## src/ftrr_ram.sv

```systemverilog
module ftrr_ram #(
   parameter int WIDTH = 8,
   parameter int DEPTH = 64
) (
   input  logic                     clock,
   input  logic                     wr_en,
   input  logic [$clog2(DEPTH)-1:0] wr_addr,
   input  logic [WIDTH-1:0]         wr_data,
   input  logic                     rd_en,
   input  logic [$clog2(DEPTH)-1:0] rd_addr,
   output logic [WIDTH-1:0]         rd_data
);

   logic [WIDTH-1:0] mem_ff [DEPTH];
   logic [WIDTH-1:0] rd_data_ff;

   always_ff @(posedge clock) begin
      if (wr_en) begin
         mem_ff[wr_addr] <= wr_data;
      end
      if (rd_en) begin
         rd_data_ff <= mem_ff[rd_addr];
      end
   end

   assign rd_data = rd_data_ff;

endmodule

```

## config.mk

```make
export PLATFORM = sky130hd
export DESIGN_NAME = ftrr_ram
export DESIGN_NICKNAME = d
export VERILOG_FILES = /design/src/ftrr_ram.sv
export SDC_FILE = /design/constraint.sdc
export NUM_CORES = 1
export LEC_CHECK = 0
export BUFFER_PORTS_ARGS = -buffer_cell sky130_fd_sc_hd__buf_2
export CAP_MARGIN = 20
export CORE_MARGIN = 5
export CORE_UTILIZATION = 40
export DETAILED_ROUTE_END_ITERATION = 16
export PLACE_DENSITY = 0.6
export RECOVER_POWER = 50
export SLEW_MARGIN = 20
export SYNTH_ARGS = -nofsm -noshare
export SYNTH_HDL_FRONTEND = slang
export SYNTH_SLANG_ARGS = --single-unit
export TNS_END_PERCENT = 5
```

## constraint.sdc

```tcl
create_clock -name clock -period 4.5 [get_ports clock]
set_input_delay 0.45 -clock clock [delete_from_list [all_inputs] [get_ports clock]]
set_output_delay 0.45 -clock clock [all_outputs]
set_load 0.02 [all_outputs]
```

==> flow_summary.ini <==
[outcome]
status = finished, violations left
violations = capacitance limit, slew limit

[place]
place.gp.congestion = 0.751
numPortBuffers = 30
place_ws_ps = 1350
place_hpwl_mm = 27.1

[clock_network]
cts_sinks = 520
post-cts-setup-buffers = 0
cts-buffers-inserted = 49
cts_hold_buffers = 0
clk_latency_ps = 560
cts_tree = built
clkSlewWorstSetupHoldPaths_ps = 60
post_cts_resized = 0
cts.htree.levels = 2
clockBufferDepth = 3
clockRootBuffer = clkbuf_16

[critical_path]
cp_max_fo = 64
crit_buf_inv = 2
cp-start-kind = primary input
crit_family = buffers and inverters
slowest_stage = clkbuf_1
endpoint_kind = flop
slowest_delay_ps = 2150
critPathKind = in2reg
cp_data_required_time_ps = 4400
crit_chain = buf_2 -> clkbuf_1
cp.arrival_ps = 2730

[sta]
hold_viol = 0
skew_ps = 14.7
slew_violations = 520
period_needed_ps = 2820
rsz0062_at_grt = false
slew_headroom_pct = -105
whs_ps = 407
tightest_slew_ps = 3070
final.setup.worst_slack_ps = 1680
tns_ps = 0
period_share_pct = 62.7
setup_violations = 0
clock.fmax_ghz = 0.354

[synthesis]
synth_commonest_cells = 520 x edfxtp_1, 126 x mux4_2, 83 x nor2_1
synth.most_common_cell = edfxtp_1
synth_flop_cell = edfxtp_1
seq_area_frac_synth_pct = 77.1
synth_area_um2 = 20200
synth_xor_area_share_pct = 0
synth_edf_count = 520
synthMuxAreaShare_pct = 15.9
synth_cells = 940
synth-seq-cells = 520
synth_cell_types = 39
ys_top_cells_by_area = edfxtp_1 77%, mux4_2 14%, nor2_1 1.5%
syn_area_per_cell_um2 = 21.5
synth_top_family_by_area = multiplexers
synth_compound_area_share_pct = 2.06
synth_warnings = 0
ys_async_sr_fraction_pct = 0
synth_fa_ha_area_share_pct = 0
synth-simple-area-share_pct = 3.37
yosys.area.top_type = edfxtp_1
synth_fp_nets = 963
synth_top_area_share_pct = 77.1

[grt]
antenna_found_initial = 2
grt_util_all_layers_pct = 16.2
grt_overflow_total = 0
grt_pass1_vias = 9696
grt_pass1_wl_mm = 67.3
grt_max_degree = 65

[floorplanning]
rows = 82
io_pins = 31
die_w_um = 235
die_area_um2 = 55200
core_um2 = 50100
die_y_um = 235
initial_core_util_pct = 40.4

[route]
drc = 0
avgRoutedWirePerCell_um = 26.7
dr.pass1.iters = 6
num_vias = 9488
drt_wl_total_mm = 45.4
drtIter0Drc = 941
avgViaCountPerCell = 5.58
ant_nets = 0

[power_and_ir_drop]
seqPwrFrac_pct = 54.3
p_leak_nw = 6.92
power.share.clock_pct = 40.9
power.density_nw_per_um2 = 439
ir_drop_mv = 0.244
p_sw_share_pct = 20.6
p_total_mw = 9.95
internal-power_mw = 7.90
p_sw_mw = 2.05
power_frac_comb_pct = 4.8

[worst_hold_path]
min_path_type = in2reg

[finish]
drive_above_1_share_pct = 24.4
fin_nets = 1013
final_core_util_pct = 45.2
syn2layout_area_growth_pct = 11.9
fillerInstances = 4239

[flow_run]
maxCapViolCount = 8
==> power by group through the flow <==
stage	Sequential, mW	Clock, mW	Combinational, mW
2_1_floorplan	5.49	0	0.286
3_3_place_gp	5.49	0	0.487
3_5_place_dp	5.49	0	0.495
4_1_cts	5.39	4.14	0.495
5_1_grt	5.40	4.33	0.520
6_report	5.40	4.07	0.482
==> path summary, 6_finish.rpt <==
path / slack [ps] / to / cells after the start / from
worst max register to register: 2160 / rd_data[1] / 4 / mem_ff[46][1]
worst max-delay path: 1680 / mem_ff[57][1] / 2 / wr_data[1]
worst min register to register: 970 / rd_data[2] / 4 / mem_ff[23][2]
worst min-delay path: 410 / rd_data[6] / 1 / rd_en
==> sequential cells by signal (all words and copies together) (netlist names) <==
register,count
mem_ff,512
rd_data,8
==> stage by stage <==
stage / instance area [um^2] / std cells
after floorplan: 20200 / 940
after global placement: 21100 / 1610
after detailed placement: 21100 / 1610
after CTS: 22700 / 1699
after global routing: 22600 / 1700
final: 22600 / 1701
==> logic make-up (layout without fill, tap and decap cells) <==
logic type	count (synthesis)	after routing
AOI/OAI and AO/OA	54	54
buffers and inverters	51	139
DFF	520	520
muxes	162	162
other	0	1
and+or+nand+nor	153	153
==> routing by layer <==
layer	part of all wire (%)	vias to the layer above	global-route usage (%)
li1	-	4030	-
met1	43	5052	23.6
met2	47	330	24.9
met3	7.4	76	3.22
met4	3.0	0	5.15
met5	0	-	0
==> cell usage in the layout (no fill, tap or decap), drive strengths merged, types with 4 or more instances in the layout <==
cell type,instances
a211oi,4
a221oi,6
buf,38
bufinv,6
clkbuf,69
clkinv,22
clkinvlp,4
edfxtp,520
mux2,13
mux2i,23
mux4,126
nand2,19
nand2b,7
nand3,13
nor2,83
nor2b,14
nor3,7
o21ai,4
o221ai,8
o22ai,8
==> worst register-to-register path, stage by stage, from the launching register on <==
cell       delay, ps
edfxtp_1         360
mux4_2           480
mux2_2           300
a221oi_1         750
o2bb2ai_1        160
==> final cells by class <==
class	instances	area, um^2	share of cell area, %
flip-flops and latches	520	15600	68.9
diodes	1	2.50	0.0110
clock buffers	57	1260	5.55
clock inverters	32	307	1.35
multi-input cells	369	4320	19.1
repair buffers	50	310	1.37
well taps	672	841	3.71
(Power assumes the default switching activity.)
